[src/rtl/core/dfir_pkg.sv]
// ----------------------------------------------------------------------------
// dfir_pkg
// Shared constants and types for the direct-form FIR filter core.
// ----------------------------------------------------------------------------
package dfir_pkg;

   localparam int DEF_MAX_TAPS    = 32;
   localparam int DEF_SAMPLE_BITS = 16;

   localparam int COEF_W      = 16;
   localparam int OUT_W       = 37;
   localparam int INDEX_W     = 5;
   localparam int TAP_COUNT_W = 6;
   localparam int GROUP_SIZE  = 8;

   localparam int CSR_ADDR_W = 3;
   localparam int CSR_DATA_W = 32;
   localparam int CSR_SEL_W  = CSR_ADDR_W - 2;

   localparam logic CMD_LOAD   = 1'b0;
   localparam logic CMD_SAMPLE = 1'b1;

   localparam logic [CSR_SEL_W-1:0] REG_TAP_COUNT = 1'b0;

   localparam logic [TAP_COUNT_W-1:0] TAP_COUNT_RESET = 6'd1;

   typedef struct packed {
      logic valid;
      logic last;
   } stage_ctrl_type;

endpackage

[src/rtl/core/dfir_adder_tree.sv]
// ----------------------------------------------------------------------------
// dfir_adder_tree
// Registered group sums of the product row, then the final sum of groups.
// ----------------------------------------------------------------------------
module dfir_adder_tree #(
   parameter int MAX_TAPS = dfir_pkg::DEF_MAX_TAPS,
   parameter int CNT_W    = $clog2(MAX_TAPS + 1),
   parameter int PROD_W   = dfir_pkg::DEF_SAMPLE_BITS + dfir_pkg::COEF_W,
   parameter int SUM_W    = PROD_W + $clog2(MAX_TAPS) + 1
) (
   input  logic                     clock,
   input  logic                     reset,
   input  logic                     advance,
   input  dfir_pkg::stage_ctrl_type s1_ctrl,
   input  logic [CNT_W-1:0]         s1_taps,
   input  logic signed [PROD_W-1:0] s1_prod [MAX_TAPS],
   output dfir_pkg::stage_ctrl_type s2_ctrl,
   output logic [CNT_W-1:0]         s2_taps,
   output logic signed [SUM_W-1:0]  s2_sum
);
   import dfir_pkg::*;

   localparam int NUM_GROUPS = (MAX_TAPS + GROUP_SIZE - 1) / GROUP_SIZE;
   localparam int NUM_TERMS  = NUM_GROUPS * GROUP_SIZE;

   logic signed [SUM_W-1:0] term     [NUM_TERMS];
   logic signed [SUM_W-1:0] group_in [NUM_GROUPS];
   logic signed [SUM_W-1:0] group_ff [NUM_GROUPS];
   stage_ctrl_type          s2_ctrl_ff;
   logic [CNT_W-1:0]        s2_taps_ff;

   for (genvar k = 0; k < NUM_TERMS; k++) begin : g_term
      if (k < MAX_TAPS) begin : g_live
         assign term[k] = SUM_W'(s1_prod[k]);
      end else begin : g_pad
         assign term[k] = '0;
      end
   end

   always_comb begin
      for (int g = 0; g < NUM_GROUPS; g++) begin
         group_in[g] = '0;
         for (int j = 0; j < GROUP_SIZE; j++) begin
            group_in[g] = group_in[g] + term[g*GROUP_SIZE + j];
         end
      end
   end

   always_comb begin
      s2_sum = '0;
      for (int g = 0; g < NUM_GROUPS; g++) begin
         s2_sum = s2_sum + group_ff[g];
      end
   end

   always_ff @(posedge clock) begin
      if (reset) begin
         s2_ctrl_ff <= '0;
      end else if (advance) begin
         s2_ctrl_ff <= s1_ctrl;
      end
   end

   always_ff @(posedge clock) begin
      if (advance) begin
         s2_taps_ff <= s1_taps;
         for (int g = 0; g < NUM_GROUPS; g++) begin
            group_ff[g] <= group_in[g];
         end
      end
   end

   assign s2_ctrl = s2_ctrl_ff;
   assign s2_taps = s2_taps_ff;

endmodule

[config.mk]
export PLATFORM = sky130hd
export DESIGN_NAME = dfir_adder_tree
export DESIGN_NICKNAME = d
export VERILOG_FILES = /design/src/rtl/core/dfir_pkg.sv /design/src/rtl/core/dfir_adder_tree.sv
export SDC_FILE = /design/constraint.sdc
export NUM_CORES = 2
export LEC_CHECK = 0
export BUFFER_PORTS_ARGS = -buffer_cell sky130_fd_sc_hd__buf_2
export CAP_MARGIN = 20
export CORE_AREA = 4 4 417 419
export CTS_BUF_LIST = sky130_fd_sc_hd__clkbuf_8
export CTS_CLUSTER_SIZE = 14
export DETAILED_ROUTE_END_ITERATION = 10
export DIE_AREA = 0 0 421 423
export SKIP_CTS_REPAIR_TIMING = 1
export SLEW_MARGIN = 15
export SYNTH_ARGS = -nofsm -noshare
export SYNTH_HDL_FRONTEND = slang
export SYNTH_SLANG_ARGS = --single-unit
[constraint.sdc]
create_clock -name clock -period 6.8 [get_ports clock]
set_input_delay 0.68 -clock clock [delete_from_list [all_inputs] [get_ports clock]]
set_output_delay 0.68 -clock clock [all_outputs]
set_load 0.005 [all_outputs]
==> metrics <==
endpoint of the lowest-slack register-to-register path=s2_ctrl[1]; Post-Route Skew=0 ps; leading area contributor after synthesis=fa_1; global-route usage over all layers=between 10% and 20%; Post-synth EDFFs=about 160; maximum number of pins on one net before global-route repair=63; worst hold-check slack=308 ps; synthesized netlist net count=5744; cts bufs inserted=17; cell count after placement=roughly 7000; DIE HEIGHT=423 um; GRT Residual Overflow=0; Post-Synthesis Mean Instance Area=~9.9 um^2; Final Worst Setup Slack=889 ps; H-tree depth=4; share of layout cells above drive strength 1=~24%; final-report hold violation count=0; die area=178000 um^2; ratio of routed vias to standard cells=4.00; count of cells along the worst register-to-register path=2; clock-pin slew on the worst setup and hold paths=100 ps; die span in x=421 um; stage delay of the slowest cell on the critical path=490 ps; DRC violation count after routing=0; Worst-Margin Slew=1020 ps; violation count after the first detailed-route iteration=~1300; Port Buf Inserts=1080; dpl ws=550 ps; post-detailed-routing wire length=140000 um; count of non-filler cells in the finished layout=6993; setup repair after global routing missed its margin=false; Net count, final=6817; count of standard-cell rows=approximately 150; Setup TNS=0 ps; Crit Path Category=flop to output port; chain of cells forming the critical path=fa_1 > fa_1 > ha_1 > inv_1 > fa_1 > nand2b_1 > a211oi_1 > o211ai_1 > o21ai_2 > a32oi_2 > o31a_1 > o211ai_1 > xnor2_1 > buf_2; worst-case clock buffer depth=2; worst hold path stage count=1; first-pass GRT wire length=a little over 200000 um; origin of the critical flop-to-flop path=s2_ctrl[1]; period utilization=86.9%; CP Capture Type=output port; result of the run=finished, final reports clean; number of global-route vias before repair=31700; worst path arrival time=5230 ps; worst-case headroom to the max-slew limit=31.4%; maximum fanout encountered on the critical timing path=6; CP Data Required Time=6120 ps; capture point of the critical path=s2_sum[37]; number of clock sinks seen by CTS=160; latest clock arrival within the worst-skew pair=540 ps; sequential cell area fraction in the yosys report=13.2%; buffer type at the clock tree root=clkbuf_8; top cells by area, synth=fa_1, inv_1, edfxtp_1; startpoint of the worst setup timing path=group_ff[3][1]; Initial Util=21.2%; top-level port count=1081; minimum clock period after layout=about 5900 ps; Mapped Cells=3666; via total after detailed routing=28000; Worst R2R Setup Slack=6190 ps; number of antenna violations at the first check in global routing=42; Most used DFF post-synth=edfxtp_1; cell area after synthesis=36200 um^2; Final Wtd Congestion=between 1 and 1.5; residual antenna-violating net count after detailed routing=0; min-delay worst type=primary input to flop; number of setup violations in the final report=0; most used cell, CP=fa_1; type of element launching the critical path=flop; Max Cap Violations=0; post-synth top area share=47.4%; clock tree from TritonCTS=built; synthesis-to-finish area growth=23.6%; maximum achievable frequency=around 170 MHz; Crit-path slowest cell=fa_1; Slew Viols, Final=0; average wire per standard cell=20.0 um; warning count from the yosys run=0; DPL Wire Length=132000 um; post-synth cell types=70; share of flip-flops with an asynchronous set or reset after synthesis=0%; 1st-pass router iterations=5; placeable core region=171000 um^2; count of state elements after synthesis=between 150 and 200
## Yosys cell counts (all sizes together) (19+ instances only)
master,n
nor2,76
ha,185
o21ai,92
nor3,27
edfxtp,158
nand3,36
fa,858
a21oi,173
nand4,20
a21o,101
inv,1372
nor2b,19
clkbuf,31
o21a,22
o21bai,27
nand2,110
xnor2,97
xor2,58
and3,25
## cell usage in the layout (no fill, tap or decap), types with 36 or more instances in the layout
cell      synthesis  routed
nor2_1           76      76
xnor2_1          97      97
a21o_1          101     101
o21ai_0          60      60
buf_2             1    1079
ha_1            185     185
xor2_1           58      58
inv_1          1372    1372
a21oi_1         172     172
edfxtp_1        158     158
fa_1            858     858
nand3_1          36      36
nand2_1         110     110
## state kept, by name, summed over array words and instances (netlist names)
name and flops:
s2_ctrl 2, s2_taps 6, group_ff 152
## routing by layer
layer,vias to the layer above,wire length [um],GRT usage [%]
li1,13000,-,-
met1,14200,56500,19.1
met2,686,75800,29.6
met3,89,5610,2.43
met4,18,1870,2.34
met5,-,112,0
## critical path: cells and delay by family (launching register included)
| family | cells | cell delay, ps |
|---|---|---|
| fa+ha+maj | 4 | 1610 |
| xor+xnor | 1 | 160 |
| compound gates | 6 | 2010 |
| simple gates | 1 | 190 |
| buf+inv | 2 | 250 |
| flops | 1 | 450 |
## cells by family after synthesis
| logic type | count (synthesis) | share of synthesized area (%) |
|---|---|---|
| buffers and inverters | 1405 | 14.6 |
| adders and majority gates | 1043 | 53.8 |
| AOI/OAI and AO/OA | 541 | 9.79 |
| and+or+nand+nor | 358 | 4.74 |
| DFF | 160 | 13.2 |
| xor gates and xnor gates | 155 | 3.75 |
| muxes | 4 | 0.111 |
## area by class of cell
type	instances	area, um^2
Antenna cell	8	20.0
Sequential cell	160	4780
Timing Repair Buffer	1087	5470
Clock buffer	17	234
Tap cell	2233	2790
Clock inverter	15	154
Multi-Input combinational cell	2101	26200
Inverter	1372	5150
Fill cell	18300	126000
## through the flow
stage,util (%),cell area [um^2]
after global placement,26.0,44300
after detailed placement,26.0,44300
after global routing,26.2,44700
after CTS,26.2,44700
final,26.2,44800
after floorplan,-,36200
## worst min-delay path by stage
stage                          start         end  slack [ps]
after CTS                 s1_taps[2]  s2_taps[2]         210
after global placement    s2_ctrl[1]  s2_ctrl[1]         480
final                     s1_taps[3]  s2_taps[3]         310
after global routing      s1_taps[3]  s2_taps[3]         230
after floorplan           s2_ctrl[0]  s2_ctrl[0]         480
after detailed placement  s2_ctrl[0]  s2_ctrl[0]         490
Power is left out: the tool's default activity adds up to more than one toggle a clock period on the data nets, which glitch-free logic cannot reach.
