`src/rtl/core/dfir_pkg.sv`:
```
// ----------------------------------------------------------------------------
// dfir_pkg
// Shared constants and types for the direct-form FIR filter core.
// ----------------------------------------------------------------------------
package dfir_pkg;

   localparam int DEF_MAX_TAPS    = 32;
   localparam int DEF_SAMPLE_BITS = 16;

   localparam int COEF_W      = 16;
   localparam int OUT_W       = 37;
   localparam int INDEX_W     = 5;
   localparam int TAP_COUNT_W = 6;
   localparam int GROUP_SIZE  = 8;

   localparam int CSR_ADDR_W = 3;
   localparam int CSR_DATA_W = 32;
   localparam int CSR_SEL_W  = CSR_ADDR_W - 2;

   localparam logic CMD_LOAD   = 1'b0;
   localparam logic CMD_SAMPLE = 1'b1;

   localparam logic [CSR_SEL_W-1:0] REG_TAP_COUNT = 1'b0;

   localparam logic [TAP_COUNT_W-1:0] TAP_COUNT_RESET = 6'd1;

   typedef struct packed {
      logic valid;
      logic last;
   } stage_ctrl_type;

endpackage

```
`src/rtl/core/dfir_out_stage.sv`:
```
// ----------------------------------------------------------------------------
// dfir_out_stage
// Result register with the end-of-frame zero padding counter.
// ----------------------------------------------------------------------------
module dfir_out_stage #(
   parameter int MAX_TAPS = dfir_pkg::DEF_MAX_TAPS,
   parameter int CNT_W    = $clog2(MAX_TAPS + 1),
   parameter int SUM_W    = dfir_pkg::DEF_SAMPLE_BITS + dfir_pkg::COEF_W + 6
) (
   input  logic                                clock,
   input  logic                                reset,
   input  dfir_pkg::stage_ctrl_type            s2_ctrl,
   input  logic [CNT_W-1:0]                    s2_taps,
   input  logic signed [SUM_W-1:0]             s2_sum,
   output logic                                take,
   output logic                                rsp_valid,
   input  logic                                rsp_ready,
   output logic signed [dfir_pkg::OUT_W-1:0]   rsp_filtered,
   output logic                                rsp_frame_end
);
   import dfir_pkg::*;

   localparam int EXT_W = (SUM_W > OUT_W) ? SUM_W : OUT_W;

   logic                    valid_ff;
   logic signed [OUT_W-1:0] filtered_ff;
   logic                    frame_end_ff;
   logic [CNT_W-1:0]        pad_ff;
   logic                    slot_free;
   logic signed [EXT_W-1:0] sum_ext;

   assign slot_free = !valid_ff || rsp_ready;
   assign take      = slot_free && pad_ff == '0;
   assign sum_ext   = EXT_W'(s2_sum);

   always_ff @(posedge clock) begin
      if (reset) begin
         valid_ff <= 1'b0;
         pad_ff   <= '0;
      end else if (slot_free) begin
         if (pad_ff != '0) begin
            valid_ff <= 1'b1;
            pad_ff   <= CNT_W'(pad_ff - 1'b1);
         end else begin
            valid_ff <= s2_ctrl.valid;
            if (s2_ctrl.valid && s2_ctrl.last) begin
               pad_ff <= s2_taps;
            end
         end
      end
   end

   always_ff @(posedge clock) begin
      if (slot_free) begin
         if (pad_ff != '0) begin
            filtered_ff  <= '0;
            frame_end_ff <= (pad_ff == CNT_W'(1));
         end else begin
            filtered_ff  <= sum_ext[OUT_W-1:0];
            frame_end_ff <= 1'b0;
         end
      end
   end

   assign rsp_valid     = valid_ff;
   assign rsp_filtered  = filtered_ff;
   assign rsp_frame_end = frame_end_ff;

endmodule

```
`config.mk`:
```
export PLATFORM = sky130hd
export DESIGN_NAME = dfir_out_stage
export DESIGN_NICKNAME = d
export VERILOG_FILES = /design/src/rtl/core/dfir_pkg.sv /design/src/rtl/core/dfir_out_stage.sv
export SDC_FILE = /design/constraint.sdc
export NUM_CORES = 1
export LEC_CHECK = 0
export BUFFER_PORTS_ARGS = -buffer_cell sky130_fd_sc_hd__buf_4
export CAP_MARGIN = 20
export CORE_AREA = 2 2 67 69
export DETAILED_ROUTE_END_ITERATION = 6
export DIE_AREA = 0 0 69 71
export PLACE_DENSITY = 0.83
export SYNTH_ARGS = -nofsm -noshare
export SYNTH_HDL_FRONTEND = slang
export SYNTH_SLANG_ARGS = --single-unit
```
`constraint.sdc`:
```
create_clock -name clock -period 3.3 [get_ports clock]
set_clock_uncertainty 0.05 [all_clocks]
set_input_delay 0.66 -clock clock [delete_from_list [all_inputs] [get_ports clock]]
set_output_delay 0.66 -clock clock [all_outputs]
set_load 0.05 [all_outputs]
```
==> impl_metrics.json, run 1 <==
{
  "outcome": "finished, final reports clean",
  "gp_congestion": 0.800,
  "cp-start-kind": "primary input",
  "core-area_mm2": 0.00420,
  "dp_hpwl_um": 2960,
  "setup_violations": 0,
  "ys_seq_area_frac": 0.685,
  "grt_first_pass_wirelength_um": 6560,
  "cts_tree": "yes",
  "antenna_cells": 0,
  "grt_pass1_vias": 1375,
  "avgSynthCellArea_um2": 13.4,
  "synth_xor_area_frac": 0,
  "grt_max_degree": 47,
  "first_pass_iters": 4,
  "ios": 89,
  "synthTopCellsByArea": "edfxtp_1, and3_1, dfxtp_1",
  "finalWirelength_um": 4280,
  "synth_warnings": 0,
  "wl_met3_um": 324,
  "synth_commonest_cells": "edfxtp_1, and3_1, clkbuf_1",
  "wl_met2_um": 2230,
  "synth_mux_area_frac": 0.00535,
  "async_flop_share": 0,
  "cts_hold_buf": 0,
  "drive_above_1_share": 0.480,
  "syn_to_final_growth_pct": 43.7,
  "final-max-slew-violation-count": 0,
  "final_hold_viol_count": 0,
  "ff2ff_setup_slack_ns": 1.53,
  "rows": 24,
  "port_buffers": 87,
  "clock-root-buffer": "clkbuf_8",
  "h-tree-depth": 2,
  "end_kind": "primary output",
  "clock_latency_ns": 0.29,
  "synth_compound_area_frac": 0.0642,
  "wl_met1_um": 1630,
  "setup_tns_ns": 0,
  "grt_setup_unrepaired": "false",
  "synth_top_family_by_area": "simple AND/OR/NAND/NOR gates",
  "die_w_um": 69,
  "fmax_mhz": 442,
  "syn_inst": 140,
  "drt_iter0_markers": 161,
  "syn_nets": 191,
  "period_needed_ns": 2.26,
  "synth_area_mm2": 0.00187,
  "via_count": 1465,
  "cap_violations": 0,
  "top_layer_used": "met4",
  "routed_via_density": 5.21,
  "cp_max_fo": 5,
  "synthAdderAreaFrac": 0.0134,
  "synth.distinct_cells": 30,
  "drtAntennaViolNets": 0,
  "slew_headroom": 0.639,
  "synth_simple_gate_area_frac": 0.206,
  "worstSetupPathType": "primary input to primary output",
  "ys_dominant_reg_cell": "edfxtp_1",
  "cts_setup_buffers": 0,
  "ys_ff_latch": 45,
  "grt.overflow.total": 0,
  "crit_slowest_cell": "and2b_1",
  "crit_chain": "buf_4, and2b_1, clkinv_1, and3_2, buf_4",
  "hold_class": "flip-flop to flip-flop",
  "die_area_mm2": 0.00490,
  "dieHeight_um": 71,
  "cts_buffers": 5,
  "cpMostUsedCell": "buf_4",
  "synth_edf_count": 38,
  "antenna_found_initial": 0,
  "avgRoutedWirePerCell_um": 15.2,
  "post-route-drc-count": 0,
  "critical_path_required_ns": 2.59,
  "clkSinkCount": 45,
  "arrival_ns": 1.55,
  "worstMarginPinSlew_ns": 0.542,
  "grt_usage": 0.172,
  "synth_top_area_cell": "edfxtp_1",
  "clockBufferDepth": 2,
  "clkTransAtPathRegs_ns": 0.08,
  "synth.most_common_cell": "edfxtp_1",
  "post_cts_resized": 0,
  "fin_crit_sh": 0.686,
  "nets": 279,
  "slowest_delay_ns": 0.29,
  "initial_core_util": 0.445,
  "synth_top_area_share": 0.610
}
==> cell families (layout without fill, tap and decap cells) <==
kind of cell	count (synthesis)	after routing
AO/OA/AOI/OAI	17	17
adder cells (fa/ha/maj)	2	2
buffers and inverters	13	102
flip-flops	45	45
multiplexers	1	1
AND/OR/NAND/NOR	62	62
==> state kept, by name (all words and copies together) (netlist names) <==
register,flops
rsp_frame_end,1
rsp_filtered,37
rsp_valid,1
pad_ff,6
==> final cells by class <==
type	count	area (µm²)
tap	52	65.1
multi-input combinational	82	541
fill	358	1520
inverter	4	15.0
timing repair buffer	90	676
sequential	45	1280
clock buffer	5	68.8
clock inverter	3	41.3
==> layer usage <==
metal / global-route usage / up-vias
met2: 0.293 / 69
li1: - / 706
met5: 0 / -
met3: 0.0556 / 8
met1: 0.200 / 682
met4: 0.0784 / 0
==> stage by stage <==
stage	std cells	util	hold WS [ns]	cell area (µm²)	setup WS [ns]
3_5_place_dp	273	0.613	0.466	2580	1.03
3_3_place_gp	273	0.613	0.460	2580	1.04
6_report	281	0.639	0.489	2690	1.04
5_1_grt	281	0.639	0.525	2690	0.961
4_1_cts	281	0.639	0.479	2690	1.03
2_1_floorplan	140	-	0.438	1870	0.130
==> cells in the final DEF, fill, tap and decap left out, types with 2 or more instances in the layout <==
cell       n
nor3_1     2
buf_4     90
nand2_1    5
a21oi_1    6
clkinv_1   2
and3_2     8
edfxtp_1  38
dfxtp_1    7
nand3_1    4
nor2_1     6
and3_1    32
clkbuf_8   5
ha_1       2
inv_1      3
==> worst paths after layout <==
check / startpoint / depth (start not counted) / end
hold / removal: pad_ff[3] / 2 / pad_ff[3]
setup reg to reg: rsp_valid / 6 / pad_ff[2]
setup / recovery: rsp_ready / 5 / take
hold reg to reg: pad_ff[3] / 2 / pad_ff[3]
==> worst max-delay path: cells and delay by family <==
family	cells	cell delay (ns)
buffers and inverters	3	0.39
AND/OR/NAND/NOR	2	0.50
Power of run 1 is not shown: default switching activity piles up to over one toggle a cycle in this logic, so the estimate is an artifact.
==> run 2, diff against run 1 <==
CORE_AREA = 2 2 71 73   (was 2 2 67 69)
DIE_AREA = 0 0 73 75   (was 0 0 69 71)
PLACE_DENSITY = 0.78   (was 0.83)
clock period = 1.9 ns   (was 3.3 ns; I/O delays follow)
==> run 2 against run 1 <==
Flip-flop and latch count unchanged. Core utilization shrank 5.5 points. Critical path depth decreased by 2. Die area increased by 12%. Clock-buffer cell count increased by 1. First-iteration DRC count down 76%. Worst setup slack got worse by 0.96 ns. Worst hold slack worse by 0.24 ns. Final area rose by 1.3%. Global-route usage down 2.2 points. Largest cell class unchanged. Highest routed layer unchanged.
==> impl_metrics.json, run 2 (synthesis results as in run 1) <==
{
  "cts_hold_buf": 0,
  "port_buffers": 87,
  "clkTransAtPathRegs_ns": 0.08,
  "setup_violations": 0,
  "ff2ff_setup_slack_ns": 0.24,
  "drive_above_1_share": 0.496,
  "core-area_mm2": 0.00466,
  "grt_max_degree": 41,
  "cp-start-kind": "flip-flop",
  "worstMarginPinSlew_ns": 0.303,
  "critical_path_required_ns": 1.47,
  "routed_via_density": 5.03,
  "place_inst": 278,
  "dp_hpwl_um": 2880,
  "cts_buffers": 5,
  "cts_tree": "yes",
  "setup_tns_ns": 0,
  "clkSinkCount": 45,
  "antenna_cells": 0,
  "syn_to_final_growth_pct": 45.6,
  "fin_crit_sh": 0.960,
  "hold_class": "primary input to flip-flop",
  "clock-root-buffer": "clkbuf_8",
  "initial_core_util": 0.401,
  "final_hold_viol_count": 0,
  "grt_setup_unrepaired": "false",
  "grt_first_pass_wirelength_um": 6170,
  "cts_setup_buffers": 0,
  "via_count": 1439,
  "slew_headroom": 0.796,
  "cp_max_fo": 5,
  "end_kind": "primary output",
  "cap_violations": 0,
  "dieHeight_um": 75,
  "avgRoutedWirePerCell_um": 13.9,
  "largest_register_ffs": 37,
  "die_area_mm2": 0.00548,
  "finalWirelength_um": 3980,
  "gp_congestion": 0.846,
  "final-max-slew-violation-count": 0,
  "final_common_cell": "buf_4",
  "post-route-drc-count": 0,
  "fmax_mhz": 548,
  "ios": 89,
  "rows": 25,
  "outcome": "finished, final reports clean",
  "worst_hold_slack_ns": 0.248,
  "worstSetupPathType": "flip-flop to primary output",
  "grt_usage": 0.151,
  "drt_iter0_markers": 38,
  "final_cell_mix": "buf_4, edfxtp_1, and3_1",
  "fillers": 390,
  "antenna_found_initial": 0,
  "first_pass_iters": 4,
  "grt_pass1_vias": 1306,
  "drtAntennaViolNets": 0,
  "final_util": 0.584,
  "clock_latency_ns": 0.29,
  "arrival_ns": 1.39,
  "final_cells": 286,
  "die_w_um": 73,
  "clockBufferDepth": 2,
  "nets": 282,
  "h-tree-depth": 2,
  "grt.overflow.total": 0,
  "period_needed_ns": 1.82
}
==> run 2: cell type report <==
class                   instances  area [µm²]  area share
flip-flops and latches         45        1280       0.471
multi-input cells              82         544       0.200
well taps                      54        67.6      0.0248
clock buffers                   6        72.6      0.0266
clock inverters                 2        33.8      0.0124
inverters                       4        20.0     0.00735
repair buffers                 93         702       0.258
==> run 2: timing repair <==
action,4_1_cts,5_1_grt
gates cloned,0,0
setup endpoints to repair,1,1
gates resized for setup,1,2
pin swaps,0,1
==> run 2: path summary, 6_finish.rpt <==
kind             start        end  cells after the start
min reg2reg  pad_ff[0]  pad_ff[0]                      1
max reg2reg  pad_ff[1]  pad_ff[0]                      6
max          pad_ff[4]       take                      3
min              reset  rsp_valid                      2
==> run 2: per-layer routing <==
layer,track usage,vias to the layer above,part of all wire
li1,-,711,-
met1,0.184,670,0.41
met2,0.250,54,0.52
met3,0.0509,4,0.063
met4,0.0556,0,0.0083
met5,0,-,0
==> run 2: critical path: stages, from the launching register on <==
cell,delay [ns]
dfxtp_1,0.37
nor4_4,0.34
and3_4,0.23
buf_6,0.15
==> run 2: metrics by stage <==
step | instance area (µm²) | setup WS (ns)
CTS | 2720 | 0.0374
global placement | 2610 | 0.186
floorplan | 1880 | 0.0451
global route | 2720 | 0.00454
finish | 2720 | 0.0765
detailed placement | 2610 | 0.184
Power of run 2 is left out for the same reason.
==> run 3, diff against run 2 <==
CORE_AREA = 2 2 67 69   (was 2 2 71 73)
DIE_AREA = 0 0 69 71   (was 0 0 73 75)
PLACE_DENSITY = 0.83   (was 0.78)
clock period = 2 ns   (was 1.9 ns; I/O delays follow)
==> run 3 against run 2 <==
Critical path depth rose by 1. Highest routed layer unchanged. Critical endpoint unchanged. Die area is 11% lower. Via count increased by 0.21%. Final area decreased by 0.92%. First-iteration DRC count increased to 4.3 times the previous value. Core utilization up 5.8 points.
==> impl_metrics.json, run 3 (synthesis results as in run 1) <==
{
  "outcome": "finished, final reports clean",
  "critical_path_required_ns": 1.55,
  "largest_register_ffs": 37,
  "slowest_delay_ns": 0.42,
  "final_area_mm2": 0.00270,
  "dieHeight_um": 71,
  "period_needed_ns": 1.88,
  "grt_usage": 0.169,
  "drive_above_1_share": 0.496,
  "crit_chain": "inv_1, ha_4, and3_2, buf_4",
  "clkSinkCount": 45,
  "fmax_mhz": 531,
  "arrival_ns": 1.43,
  "cp-start-kind": "flip-flop",
  "die_w_um": 69,
  "setup_tns_ns": 0,
  "dpl_worst_slack_ns": 0.219,
  "ios": 89,
  "final_common_cell": "buf_4",
  "drt_iter0_markers": 164,
  "grt_first_pass_wirelength_um": 6600,
  "placed_area_mm2": 0.00260,
  "clock-root-buffer": "clkbuf_8",
  "core-area_mm2": 0.00420,
  "port_buffers": 87,
  "final_hold_viol_count": 0,
  "cts_buffers": 5,
  "nets": 280,
  "routed_via_density": 5.11,
  "avgRoutedWirePerCell_um": 14.5,
  "cp_max_fo": 9,
  "end_kind": "primary output",
  "grt.overflow.total": 0,
  "cts_setup_buffers": 0,
  "cts_tree": "yes",
  "grt_max_degree": 46,
  "grt_pass1_vias": 1313,
  "finalWirelength_um": 4090,
  "cts_hold_buf": 0,
  "gp_congestion": 0.827,
  "fin_ws_ns": 0.116,
  "final_cell_mix": "buf_4, edfxtp_1, and3_1",
  "post-route-drc-count": 0,
  "clockBufferDepth": 2,
  "dp_hpwl_um": 2930,
  "h-tree-depth": 2,
  "worstMarginPinSlew_ns": 0.325,
  "antenna_found_initial": 0,
  "clkTransAtPathRegs_ns": 0.08,
  "drtAntennaViolNets": 0,
  "hold_class": "primary input to flip-flop",
  "final-max-slew-violation-count": 0,
  "worstSetupPathType": "flip-flop to primary output",
  "initial_core_util": 0.445,
  "cap_violations": 0,
  "die_area_mm2": 0.00490,
  "setup_violations": 0,
  "clock_latency_ns": 0.29,
  "slew_headroom": 0.783,
  "grt_setup_unrepaired": "false",
  "antenna_cells": 0,
  "via_count": 1442,
  "syn_to_final_growth_pct": 44.3,
  "first_pass_iters": 4,
  "fin_crit_sh": 0.942,
  "rows": 24,
  "crit_slowest_cell": "dfxtp_1"
}
## run 3: final timing paths
path	slack [ns]	start	depth (start not counted)	endpoint
hold reg to reg	0.48	pad_ff[3]	2	pad_ff[3]
setup / recovery	0.12	pad_ff[1]	4	take
setup reg to reg	0.31	pad_ff[5]	5	pad_ff[0]
hold / removal	0.28	reset	2	pad_ff[0]
## run 3: area by class of cell
| class | count | area, µm² |
|---|---|---|
| Timing Repair Buffer | 91 | 696 |
| Sequential cell | 45 | 1280 |
| Tap cell | 52 | 65.1 |
| Fill cell | 326 | 1510 |
| Clock buffer | 5 | 68.8 |
| Multi-Input combinational cell | 82 | 553 |
| Clock inverter | 3 | 12.5 |
| Inverter | 4 | 20.0 |
## run 3: critical path: cells and delay by family, from the launching register on
family        cells  cell delay [ns]
flops             1             0.42
buf+inv           2             0.33
simple gates      1             0.18
fa+ha+maj         1             0.21
## run 3: per-layer routing
| layer | track usage | part of all wire | vias up |
|---|---|---|---|
| met1 | 0.220 | 0.42 | 653 |
| met4 | 0.0654 | 0.013 | 0 |
| met2 | 0.277 | 0.49 | 73 |
| met5 | 0 | 0 | - |
| li1 | - | - | 709 |
| met3 | 0.0399 | 0.077 | 7 |
## run 3: what timing repair did
| item | in CTS | in global routing |
|---|---|---|
| pin swaps | 0 | 0 |
| resized for setup | 2 | 1 |
| endpoints found under the setup margin | 1 | 1 |
## run 3: through the flow
stage          hold WS, ns  utilization  instances
2_1_floorplan        0.412            -        140
3_3_place_gp         0.459        0.619        274
3_5_place_dp         0.474        0.619        274
4_1_cts              0.267        0.640        282
5_1_grt              0.272        0.642        282
6_report             0.283        0.642        282
Power of run 3 is left out for the same reason.
