File: src/rtl/core/dfir_pkg.sv
// ----------------------------------------------------------------------------
// dfir_pkg
// Shared constants and types for the direct-form FIR filter core.
// ----------------------------------------------------------------------------
package dfir_pkg;

   localparam int DEF_MAX_TAPS    = 32;
   localparam int DEF_SAMPLE_BITS = 16;

   localparam int COEF_W      = 16;
   localparam int OUT_W       = 37;
   localparam int INDEX_W     = 5;
   localparam int TAP_COUNT_W = 6;
   localparam int GROUP_SIZE  = 8;

   localparam int CSR_ADDR_W = 3;
   localparam int CSR_DATA_W = 32;
   localparam int CSR_SEL_W  = CSR_ADDR_W - 2;

   localparam logic CMD_LOAD   = 1'b0;
   localparam logic CMD_SAMPLE = 1'b1;

   localparam logic [CSR_SEL_W-1:0] REG_TAP_COUNT = 1'b0;

   localparam logic [TAP_COUNT_W-1:0] TAP_COUNT_RESET = 6'd1;

   typedef struct packed {
      logic valid;
      logic last;
   } stage_ctrl_type;

endpackage

File: src/rtl/core/dfir_csr.sv
// ----------------------------------------------------------------------------
// dfir_csr
// Register port holding the tap count; yields the effective tap count.
// ----------------------------------------------------------------------------
module dfir_csr #(
   parameter int MAX_TAPS = dfir_pkg::DEF_MAX_TAPS,
   parameter int CNT_W    = $clog2(MAX_TAPS + 1)
) (
   input  logic                            clock,
   input  logic                            reset,
   input  logic                            csr_psel,
   input  logic                            csr_penable,
   input  logic                            csr_pwrite,
   input  logic [dfir_pkg::CSR_ADDR_W-1:0] csr_paddr,
   input  logic [dfir_pkg::CSR_DATA_W-1:0] csr_pwdata,
   output logic [dfir_pkg::CSR_DATA_W-1:0] csr_prdata,
   output logic                            csr_pready,
   output logic [CNT_W-1:0]                eff_taps
);
   import dfir_pkg::*;

   logic [TAP_COUNT_W-1:0] tap_count_ff;
   logic [CSR_SEL_W-1:0]   reg_sel;
   logic                   write_en;

   assign reg_sel    = csr_paddr[CSR_ADDR_W-1:2];
   assign write_en   = csr_psel && csr_penable && csr_pwrite && csr_pready;
   assign csr_pready = 1'b1;

   always_ff @(posedge clock) begin
      if (reset) begin
         tap_count_ff <= TAP_COUNT_RESET;
      end else if (write_en && reg_sel == REG_TAP_COUNT) begin
         tap_count_ff <= csr_pwdata[TAP_COUNT_W-1:0];
      end
   end

   always_comb begin
      unique case (reg_sel)
         REG_TAP_COUNT: csr_prdata = CSR_DATA_W'(tap_count_ff);
         default:       csr_prdata = '0;
      endcase
   end

   // clamp: zero acts as one, oversize acts as the build maximum
   always_comb begin
      if (tap_count_ff == '0) begin
         eff_taps = CNT_W'(1);
      end else if (int'(tap_count_ff) > MAX_TAPS) begin
         eff_taps = CNT_W'(MAX_TAPS);
      end else begin
         eff_taps = CNT_W'(tap_count_ff);
      end
   end

endmodule

File: config.mk
export PLATFORM = sky130hd
export DESIGN_NAME = dfir_csr
export DESIGN_NICKNAME = d
export VERILOG_FILES = /design/src/rtl/core/dfir_pkg.sv /design/src/rtl/core/dfir_csr.sv
export SDC_FILE = /design/constraint.sdc
export NUM_CORES = 1
export LEC_CHECK = 0
export ABC_CLOCK_PERIOD_IN_PS = 1250
export BUFFER_PORTS_ARGS = -buffer_cell sky130_fd_sc_hd__buf_2
export CORE_MARGIN = 3
export CORE_UTILIZATION = 30
export DETAILED_ROUTE_END_ITERATION = 8
export PLACE_DENSITY = 0.77
export RECOVER_POWER = 25
export SYNTH_ARGS = -nofsm -noshare
export SYNTH_HDL_FRONTEND = slang
export SYNTH_SLANG_ARGS = --single-unit
File: constraint.sdc
create_clock -name clock -period 1.25 [get_ports clock]
set_input_delay 0.125 -clock clock [delete_from_list [all_inputs] [get_ports clock]]
set_output_delay 0.125 -clock clock [all_outputs]
set_load 0.02 [all_outputs]
==> out/results.txt, run 1 <==
The tools report the category of the worst setup path capture point as an output port. The final critical-path share of the clock period came out at 117%. CTS placed an instance of sky130_fd_sc_hd__clkbuf_4 at the clock tree root. After legalization and detailed placement, the total HPWL measured 889 um.

The tools report the remaining routing DRC violations as 0. Leading area contributor after synthesis: sky130_fd_sc_hd__buf_4. The run finished, with violations left. The tools report the starting utilization of the core area as 32.3%.

CTS saw 6 sinks. In the final layout, the share of cells above drive strength 1 is 31.9%. The number of placement rows came out at 15.

79 I/O pins were placed. The die outline height works out to 49.4 um. In this run the mean area of a mapped cell was 8.06 um^2.

Combined global-route utilization of all metal layers: 8.43%. Dividing the detail-routed wire length by the instance count gives 8.47 um. At the end of the flow, the number of nets in the layout was 136. The register with the highest flop count is tap_count_ff. After clock tree synthesis, the setup repair step added 0 buffers. Dividing the detail-routed via count by the number of cells gives 3.66. The number of hold buffers added after CTS was 0.

The tools report the placed instance area as 613 um^2. In this run the critical register-to-register path is captured at tap_count_ff[3]. The netlist uses 14 different library cells. On the final layout, the worst clock skew is 0 ns.

The checks that failed: negative setup slack. Synthesis produced a netlist whose cell count is 70. The cell area that synthesis handed to floorplanning was 564 um^2. Number of global-route vias before repair: 374.

The die covers 0.00244 mm^2. Entering global routing, the biggest net connects 13 pins. The worst path needs 1.46 ns of the cycle, external delays included. The run gives 436 as the total number of vias.

The logs give 0 for the antenna violation net count after detailed routing and 1550 um for the wire length of the first global-routing pass. The share of synthesized area in the top cell type comes to 37.3%. Counting along the longest clock path gives a buffer depth of 2.

The clock-pin transition on the worst setup and hold timing paths works out to 0.04 ns. The startpoint of the lowest-slack register-to-register path was tap_count_ff[3]. The maximum VDD drop was 0.228 mV.

The critical path is of the reg -> out type. The tools report the final worst setup slack as -0.213 ns. The worst hold path terminates at tap_count_ff[0]. The clock latency on the worst-skew pair is 0.24 ns.

The tools report the portion of the post-synthesis area used by sequential elements as 21.3%. For the static leakage, the log shows 0.362 nW. Measured along the x axis, the die boundary spans 49.4 um.

Max-cap violations in this run came to 0. The placeable core area was 0.00175 mm^2; the total overflow reported by the global router was 0. Setup total negative slack on the finished layout was measured at -0.213 ns. TritonCTS built the clock tree.

The flip-flop count of the largest register, all copies and words added was 6. Number of buffers added on ports: 23. In the final layout, the registers with the most flip-flops are tap_count_ff: 6 flops. The first TritonRoute pass finished after 2 iterations. The data required time at the worst endpoint was 1.12 ns; the total wire length after detailed routing was 1010 um. The setup slack of the most critical reg-to-reg path was 0.40 ns. Setup repair after global routing could not meet its margin everywhere. The number of clock buffers inserted by TritonCTS is 3. In this run the worst path has a maximum fanout of 2. The logs give 1 for the total of endpoints with negative setup slack in the final report and 0.721 for the weighted congestion at the end of routability-driven global placement.

The final hold violation count was 0; the number of instances on the worst hold path was 3. The worst setup slack before clock tree synthesis was -0.00194 ns. The min-delay analysis places its worst path in the category in -> reg. In this run, synthesis produced a sequential element count of 6. The run gives 684 MHz as the maximum achievable frequency. Yosys attributes the largest share of cell area to sky130_fd_sc_hd__buf_4, sky130_fd_sc_hd__dfxtp_1, sky130_fd_sc_hd__mux2i_1. The worst endpoint data arrival time was 1.34 ns; the number of antenna cells inserted was 0. The logs give 641 um^2 for the design area and 5 for the initial detailed-routing violation count. Measured in cells, the most critical reg-to-reg path has a length of 3. The tools report the initial antenna violation count as 0.

In this run the most critical hold path is launched from csr_pwdata[0]. Depth of the CTS H-tree: 1. The post-synthesis to final-layout area growth came out at 13.5%. STA classifies the critical path startpoint as a flip-flop.

Hold is met by 0.143 ns. For this design the ratio of total power to cell area is 810 mW/mm^2. Yosys printed 0 warnings. The final-report max-slew violation count is 0.
[critical path: stages (launching register included)]
cell and delay (ns):
sky130_fd_sc_hd__dfxtp_1 0.30, sky130_fd_sc_hd__or4_4 0.52, sky130_fd_sc_hd__a21oi_2 0.12, sky130_fd_sc_hd__buf_4 0.15
[cell type report]
type	instances	area, um^2
Fill cell	180	1100
Multi-Input combinational cell	58	324
Timing Repair Buffer	26	139
Sequential cell	6	120
Tap cell	25	31.3
Clock buffer	3	22.5
Inverter	1	3.75
[cells in the final DEF, fill, tap and decap left out]
cell type	count
sky130_fd_sc_hd__and4b_1	1
sky130_fd_sc_hd__dfxtp_1	6
sky130_fd_sc_hd__conb_1	27
sky130_fd_sc_hd__or2b_1	1
sky130_fd_sc_hd__inv_1	1
sky130_fd_sc_hd__and2b_1	1
sky130_fd_sc_hd__mux2i_1	6
sky130_fd_sc_hd__nand2b_1	9
sky130_fd_sc_hd__a21oi_2	1
sky130_fd_sc_hd__buf_2	21
sky130_fd_sc_hd__clkbuf_4	3
sky130_fd_sc_hd__nor2b_1	8
sky130_fd_sc_hd__clkbuf_1	1
sky130_fd_sc_hd__nor2_1	3
sky130_fd_sc_hd__buf_4	4
sky130_fd_sc_hd__or4_4	1
[metal layers]
metal,wire (um),GRT usage (%),share of wire (%)
met2,474,14.1,47
met3,177,4.59,18
met4,21,5.53,2.1
met1,334,7.92,33
met5,0,0,0
[cells by family after synthesis]
logic type,Yosys count,synth area share [%]
buffers and inverters,31,39.2
muxes,6,10.6
AOI/OAI and AO/OA,1,0.886
DFF,6,21.3
other,2,1.33
and+or+nand+nor,24,26.6
[timing repair]
action,4_1_cts,5_1_grt
hold endpoints to repair,0,0
setup endpoints to repair,1,1
resized for setup,1,1
pin swaps,2,0
[worst max-delay path by stage]
| stage | cells past startpoint | slack (ns) | startpoint | endpoint |
|---|---|---|---|---|
| after floorplan | 2 | 0.03 | tap_count_ff[3] | eff_taps[0] |
| after global placement | 3 | 0.003 | tap_count_ff[3] | eff_taps[0] |
| after detailed placement | 3 | -0.002 | tap_count_ff[3] | eff_taps[0] |
| after CTS | 3 | -0.23 | tap_count_ff[4] | eff_taps[0] |
| after global routing | 3 | -0.26 | tap_count_ff[4] | eff_taps[0] |
| final | 3 | -0.21 | tap_count_ff[4] | eff_taps[0] |
[metrics by stage]
| step | power, mW | util (%) | cells |
|---|---|---|---|
| after floorplan | 0.377 | - | 95 |
| after global placement | 0.342 | 35.1 | 116 |
| after detailed placement | 0.344 | 35.1 | 116 |
| after CTS | 0.525 | 36.6 | 119 |
| after global routing | 0.549 | 36.7 | 119 |
| final | 0.519 | 36.7 | 119 |
[where the power goes]
part	switching (mW)	leakage [nW]	internal (mW)	total [mW]
combinational	0.107	0.299	0.0377	0.145
clock	0.0661	0.0138	0.108	0.174
sequential	0.00345	0.0486	0.196	0.200
[cells in the mapped netlist]
cell	count
sky130_fd_sc_hd__conb_1	2
sky130_fd_sc_hd__and2b_1	1
sky130_fd_sc_hd__and4b_1	1
sky130_fd_sc_hd__nand2b_1	9
sky130_fd_sc_hd__buf_4	28
sky130_fd_sc_hd__inv_1	1
sky130_fd_sc_hd__or2b_1	1
sky130_fd_sc_hd__nor2_1	3
sky130_fd_sc_hd__or4_1	1
sky130_fd_sc_hd__nor2b_1	8
sky130_fd_sc_hd__clkbuf_1	2
sky130_fd_sc_hd__a21oi_1	1
sky130_fd_sc_hd__dfxtp_1	6
sky130_fd_sc_hd__mux2i_1	6
No activity file was read; power rests on OpenSTA's default activity.
==> run 2, diff against run 1 <==
Settings changed: ABC_AREA set to 1, CORE_UTILIZATION 30 to 31, PLACE_DENSITY 0.77 to 0.76.
==> out/results.txt, run 2 <==
The run finished with clean final reports. The initial utilization of the core area, before any placement, comes to 34.2%. For the net count of the finished layout, the log shows 157. The register with the most flip-flops in the layout has 6 of them. In this run the biggest area consumer among cell types represents 33.3% of the synthesized area. The finished cells cover 668 um^2. The endpoint of the lowest-slack register-to-register path is tap_count_ff[5]. The register with the highest flop count is tap_count_ff.

Across the run, the number of max-cap violations was 0. The logs give 0 for the number of antenna cells inserted and 0 for the remaining routing DRC violations. The total number of vias was 493. The number of distinct library cells after synthesis is 19, and the maximum VDD drop is 0.235 mV. The category of the worst setup path capture point is an output port. The post-synthesis async set-or-reset flop share is 0%. Most used flip-flop cell after synthesis: sky130_fd_sc_hd__dfxtp_1. Input and output buffers added on the ports amount to 23. After synthesis the netlist holds a flip-flop and latch count of 6. In this run switching power makes up 37.0% of total power.

The run gives 140 as the final standard cell count with taps included and fillers excluded. Using the TritonRoute via totals, the vias-per-cell ratio works out to 3.52. Setup slack of the most critical reg-to-reg path: 0.53 ns.

For the total of endpoints with negative setup slack in the final report, the log shows 0. Of the synthesized area, sequential elements account for 19.7%. CTS placed an instance of sky130_fd_sc_hd__clkbuf_4 at the clock tree root. The initial antenna violation count was 0. The count of flip-flops with a built-in enable after synthesis was 0. The tools report the combined area of all synthesized cells as 609 um^2. The path type of the worst setup path is reg -> out. The clock period minus final worst setup slack is 1.23 ns, and the number of warning messages in the yosys log is 0.

The run gives 0 ns as the setup skew after layout. In the layout the commonest cells are sky130_fd_sc_hd__conb_1, sky130_fd_sc_hd__buf_2, sky130_fd_sc_hd__nor2_1. The synthesized area divided by synthesized cell count was 6.48 um^2. The floorplan step set the die height to 50.3 um. The tools report the total wire length after detailed routing as 1080 um. During I/O placement, the number of pins put on the boundary was 79. The tools report the layout filler cell count as 208. The most common cell after layout, fill and taps aside was sky130_fd_sc_hd__conb_1.

After global routing the overflow that remains totals 0. Placed instance area: 627 um^2. Final hold violation count: 0. The analysis attributes to cell leakage a power of 0.393 nW.

After global routing, the most crowded layer is met2. The run gives 1530 um as the wire length of the first global-routing pass. Sequential cells burn 37.3% of the power. The number of clock buffers inserted by TritonCTS was 3; the met1 layer usage reported by global route was 9.66%. sky130_fd_sc_hd__buf_4 is the most common cell in the netlist. Setup repair after global routing could not meet its margin everywhere. Power per cell area: 829 mW/mm^2.

Of all nets on the critical path, the largest fanout is 3. The post-route netlist has 33.9% of its cells at a drive strength greater than 1. Global routing consumed, on the met2 layer, 12.2% of the routing resources. In the final routed layout, each cell accounts on average for 7.70 um.

For met3 alone, demand over resource in global routing was 2.67%. For this design, the sink count on the clock tree is 6. In the final layout, the registers with the most flip-flops are tap_count_ff: 6 flops.

Total power for the finished layout comes to 0.554 mW. The endpoint of the worst hold path is tap_count_ff[0]. Measured in cells, the most critical reg-to-reg path has a length of 2. Once the clock tree was built, the setup fixing pass inserted 0 buffers. The maximum achievable frequency is 813 MHz, and the final hold slack is 0.112 ns. The clock passes through at most 2 buffers.

By area the synthesized netlist is led by sky130_fd_sc_hd__buf_4, sky130_fd_sc_hd__dfxtp_1, sky130_fd_sc_hd__nor2_1. For this run, the total global-route usage over all layers was measured as 8.27%. Startpoint of the lowest-slack register-to-register path: tap_count_ff[5].

The worst hold path begins at csr_pwdata[0]. The worst setup path is launched from a flip-flop. The cell count after synthesis is 94, and the initial detailed-routing violation count is 4. After clock tree synthesis, the clock-pin slew on the worst setup and hold paths is 0.04 ns.

The detailed-placement wirelength estimate came out at 935 um. TritonCTS built the clock tree. The clock latency on the worst-skew pair was 0.24 ns. The summed negative setup slack over all endpoints is 0 ns. For the weighted congestion at the end of routability-driven global placement, the log shows 0.759. In the synthesized netlist, the cells that appear most often are sky130_fd_sc_hd__buf_4, sky130_fd_sc_hd__nor2_1, sky130_fd_sc_hd__inv_1.

After floorplanning, the core was divided into 15 placement rows. Of the total power, the clock network draws 30.3%. The final-report max-slew violation count is 0.

Of all cell types, the one taking the most synthesized area is sky130_fd_sc_hd__buf_4. Combinational cells account for 32.4% of the total power. Internal power comes to 0.349 mW.

Entering global routing, the biggest net connects 9 pins. Before antenna repair, the detailed router went through 4 iterations. The tightest min-delay check is of the in -> reg type. From synthesis to final layout, the design area changed by 9.65%.

The final critical-path share of the clock period is 98.4%, and the antenna violation net count after detailed routing is 0. The horizontal extent of the die was 50.3 um. The number of global-route vias before repair came out at 390. For the worst setup path, the data required time is 1.12 ns. The die covers 0.00253 mm^2. The logs give 1.10 ns for the worst endpoint data arrival time and 0.205 mW for the switching power. The floorplan step defined a core boundary enclosing 0.00178 mm^2. In this run, post-CTS hold repair placed 0 buffers. The depth of the CTS H-tree was 1; the number of instances on the worst hold path was 3. The cell count after placement came out at 137.
==> run 2: worst max-delay path, stage by stage (launching register included) <==
cell and delay [ns]:
sky130_fd_sc_hd__dfxtp_2 0.32, sky130_fd_sc_hd__nor2_2 0.11, sky130_fd_sc_hd__nand3_2 0.11, sky130_fd_sc_hd__a21oi_1 0.15
sky130_fd_sc_hd__buf_4 0.16
==> run 2: layout make-up <==
type	count	area (um^2)	share of cell area [%]
Clock buffer	3	22.5	3.37
Inverter	15	57.6	8.61
Multi-Input combinational cell	68	313	46.8
Sequential cell	6	123	18.4
Tap cell	25	31.3	4.68
Timing Repair Buffer	23	121	18.2
==> run 2: cells by family (layout without fill, tap and decap cells) <==
kind of cell / count (synthesis) / count (layout) / share of synthesized area (%)
and+or+nand+nor: 37 / 37 / 29.8
buffers and inverters: 45 / 41 / 46.0
other: 2 / 27 / 1.23
DFF: 6 / 6 / 19.7
AOI/OAI and AO/OA: 4 / 4 / 3.28
==> run 2: what timing repair did <==
action	in CTS	in global routing
endpoints found under the hold margin	0	0
endpoints found under the setup margin	0	3
resized for setup	0	10
==> run 2: layer usage <==
metal	share of wire (%)	vias to the layer above	wire (um)
met5	0	-	0
met4	1.1	0	12
met3	14	2	155
met2	45	34	483
met1	40	194	427
li1	-	263	-
==> run 2: worst max path at each step <==
| stage | startpoint | to | slack [ns] | depth (start not counted) |
|---|---|---|---|---|
| after detailed placement | tap_count_ff[0] | eff_taps[1] | 0.29 | 4 |
| after global placement | tap_count_ff[0] | eff_taps[3] | 0.30 | 4 |
| after global routing | tap_count_ff[3] | eff_taps[0] | -0.03 | 4 |
| final | tap_count_ff[1] | eff_taps[0] | 0.02 | 4 |
| after floorplan | tap_count_ff[0] | eff_taps[0] | 0.26 | 3 |
| after CTS | tap_count_ff[0] | eff_taps[1] | 0.02 | 4 |
==> run 2: stage by stage <==
| stage | worst slack [ns] | util (%) |
|---|---|---|
| after CTS | 0.0198 | 36.4 |
| final | 0.0205 | 37.5 |
| after detailed placement | 0.285 | 35.2 |
| after global placement | 0.297 | 35.2 |
| after global routing | -0.0324 | 37.5 |
| after floorplan | 0.264 | - |
==> run 2: power by group through the flow <==
stage	clock network (mW)	logic, mW	registers, mW
6_report	0.168	0.179	0.207
5_1_grt	0.180	0.197	0.207
4_1_cts	0.179	0.176	0.205
3_5_place_dp	0	0.176	0.208
3_3_place_gp	0	0.174	0.208
2_1_floorplan	0	0.209	0.205
==> run 3, diff against run 2 <==
Settings changed: PLACE_DENSITY 0.76 to 0.77, SLEW_MARGIN set to 20.
==> out/results.txt, run 3 (same netlist as run 2, synthesis figures left out) <==
The run finished with clean final reports. The tools report the first element of the critical path as tap_count_ff[1]. The clock latency on the worst-skew pair is 0.24 ns, and the switching portion of total power is 37.9%.

The worst setup path is launched from a flip-flop. Cells fill 38.2% of the core in the end. The final hold violation count was 0; the combined global-route utilization of all metal layers was 8.46%. Setup violations remaining at the end of the flow were counted as 0. The worst hold path passes through 3 cells. Net count of the finished layout: 157. The worst setup path is captured at an output port. The final critical-path share of the clock period was 99.4%; the number of placement rows was 15.

The design area came out at 682 um^2. The register with the most flip-flops in the layout has 6 of them. Combinational logic burns 32.5% of the power.

The logs give 406 for the number of global-route vias before repair and 0 for the initial antenna violation count. The setup skew after layout is 0 ns. The register with the highest flop count is tap_count_ff.

Summed over all cells, the static leakage comes to 0.406 nW. The worst register-to-register path has a setup slack of 0.59 ns. Counting cells, the worst reg-to-reg path comes to 2.

The data required time at the worst endpoint was 1.12 ns. Internal power comes to 0.352 mW. Switching power: 0.215 mW. Hold repair after CTS inserted 0 buffers.

The worst hold path begins at csr_pwdata[0]. The worst-case IR drop observed on VDD is 0.267 mV. The worst register-to-register path begins at tap_count_ff[5]. 79 I/O pins were placed. The post-CTS setup-driven buffer insertion count was 0. The first-pass iteration count of the detailed router is 4.

In this run the cell area measured after placement is 627 um^2. The logs give 0 for the final-report max-slew violation count and 8 for the initial detailed-routing violation count. In this run, flip-flops and latches consume 36.6% of the power. The clock period minus final worst setup slack is 1.24 ns. The tools report the area enclosed by the die boundary as 0.00253 mm^2. Endpoint of the lowest-slack register-to-register path: tap_count_ff[5]. The tools report the number of clock sinks seen by CTS as 6. The cell sitting at the root of the clock tree is a sky130_fd_sc_hd__clkbuf_4.

The power per cell area was 831 mW/mm^2. Entering global routing, the biggest net connects 9 pins. Once the floorplan was initialized, standard cells occupied 34.2% of the core. The die outline height works out to 50.3 um.

The first global-routing pass estimated 1610 um of wire. Counting along the longest clock path gives a buffer depth of 2. The logs give 1 for the depth of the CTS H-tree and 0 for the max-capacitance violation count.

0 antenna diodes ended up in the layout. The tools report the endpoint of the worst hold path as tap_count_ff[0]. Once placement completed, the tool counted placed cells totaling 137. The number of clock buffers inserted by TritonCTS came out at 3. After the flow finishes, the layout carries non-filler instances totaling 140. In the final layout, the share of cells above drive strength 1 is 37.4%. In the final layout, the registers with the most flip-flops are tap_count_ff: 6 flops.

TritonCTS built the clock tree. The tools report the detailed-placement wirelength estimate as 936 um. The post-synthesis to final-layout area growth is 11.9%, and the wire length per cell after detailed routing is 8.19 um.

Setup repair after global routing could not meet its margin everywhere. The filler cells instantiated in the layout total 193. Clock-pin slew was measured on the worst setup and hold paths at 0.04 ns. The total area of sequential cells is 124 um^2. Path type of the worst setup path: reg -> out.

The multi-input combinational cells in the finished layout cover a total of 324 um^2. Of all nets on the critical path, the largest fanout is 3. Timing would allow up to 805 MHz. At the end of routability-driven placement, the weighted congestion stood at 0.761. Once the clock tree was built, the resizer swapped 0 gates to a different size. The routed design has 1150 um of wire. Dividing the detail-routed via count by the number of cells gives 3.66. Across all layers, the routed design uses 513 vias.

Global routing finished with a remaining overflow of 0. Data on the critical path arrives at its endpoint at 1.12 ns. The clock network is responsible for 30.9% of the overall power.

The number of buffers added on ports was 23. The horizontal extent of the die came out at 50.3 um. The library cells used most frequently in the layout, excluding fill and tap cells, are sky130_fd_sc_hd__conb_1, sky130_fd_sc_hd__buf_2, sky130_fd_sc_hd__nor2_1.

The remaining routing DRC violations is 0. In this run the worst hold path is classified as in -> reg. In this run the remaining antenna-violating nets after routing total 0. The core region is 0.00178 mm^2.

Leaving out fill and tap cells, the most frequent cell in the layout is sky130_fd_sc_hd__conb_1. The design draws 0.567 mW.
==> run 3: worst max path at each step <==
| stage | to | slack (ns) | cells after the start |
|---|---|---|---|
| 2_1_floorplan | eff_taps[0] | 0.26 | 3 |
| 3_3_place_gp | eff_taps[0] | 0.30 | 4 |
| 3_5_place_dp | eff_taps[0] | 0.27 | 4 |
| 4_1_cts | eff_taps[0] | 0.001 | 4 |
| 5_1_grt | eff_taps[1] | -0.04 | 4 |
| 6_report | eff_taps[0] | 0.008 | 4 |
==> run 3: routing by layer <==
layer	vias up	share of wire (%)	global-route usage, %
li1	264	-	-
met1	209	38	10.0
met2	38	45	12.4
met3	2	15	3.56
met4	0	1.7	5.38
met5	-	0	0
==> run 3: per-stage QoR <==
step | hold slack [ns] | setup slack, ns | TNS [ns]
after floorplan | 0.251 | 0.264 | 0
after global placement | 0.345 | 0.299 | 0
after detailed placement | 0.354 | 0.270 | 0
after CTS | 0.101 | 0.00139 | 0
after global routing | 0.123 | -0.0445 | -0.121
final | 0.101 | 0.00770 | 0
==> run 3: area by class of cell <==
class	instances	area share [%]
timing repair buffer	23	18.0
multi-input combinational	68	47.5
inverter	15	8.44
tap	25	4.59
sequential	6	18.2
clock buffer	3	3.30
==> run 3: power by group through the flow <==
| stage | combinational (mW) | sequential, mW | clock, mW |
|---|---|---|---|
| final | 0.184 | 0.207 | 0.175 |
| after global routing | 0.202 | 0.209 | 0.188 |
| after CTS | 0.177 | 0.205 | 0.181 |
| after detailed placement | 0.177 | 0.209 | 0 |
| after global placement | 0.174 | 0.208 | 0 |
| after floorplan | 0.209 | 0.205 | 0 |
==> run 3: critical path, cell delays in order, from the launching register on <==
cell                      delay [ns]
sky130_fd_sc_hd__dfxtp_2        0.33
sky130_fd_sc_hd__nor2_2         0.11
sky130_fd_sc_hd__nand3_2        0.13
sky130_fd_sc_hd__a21oi_2        0.15
sky130_fd_sc_hd__buf_4          0.15
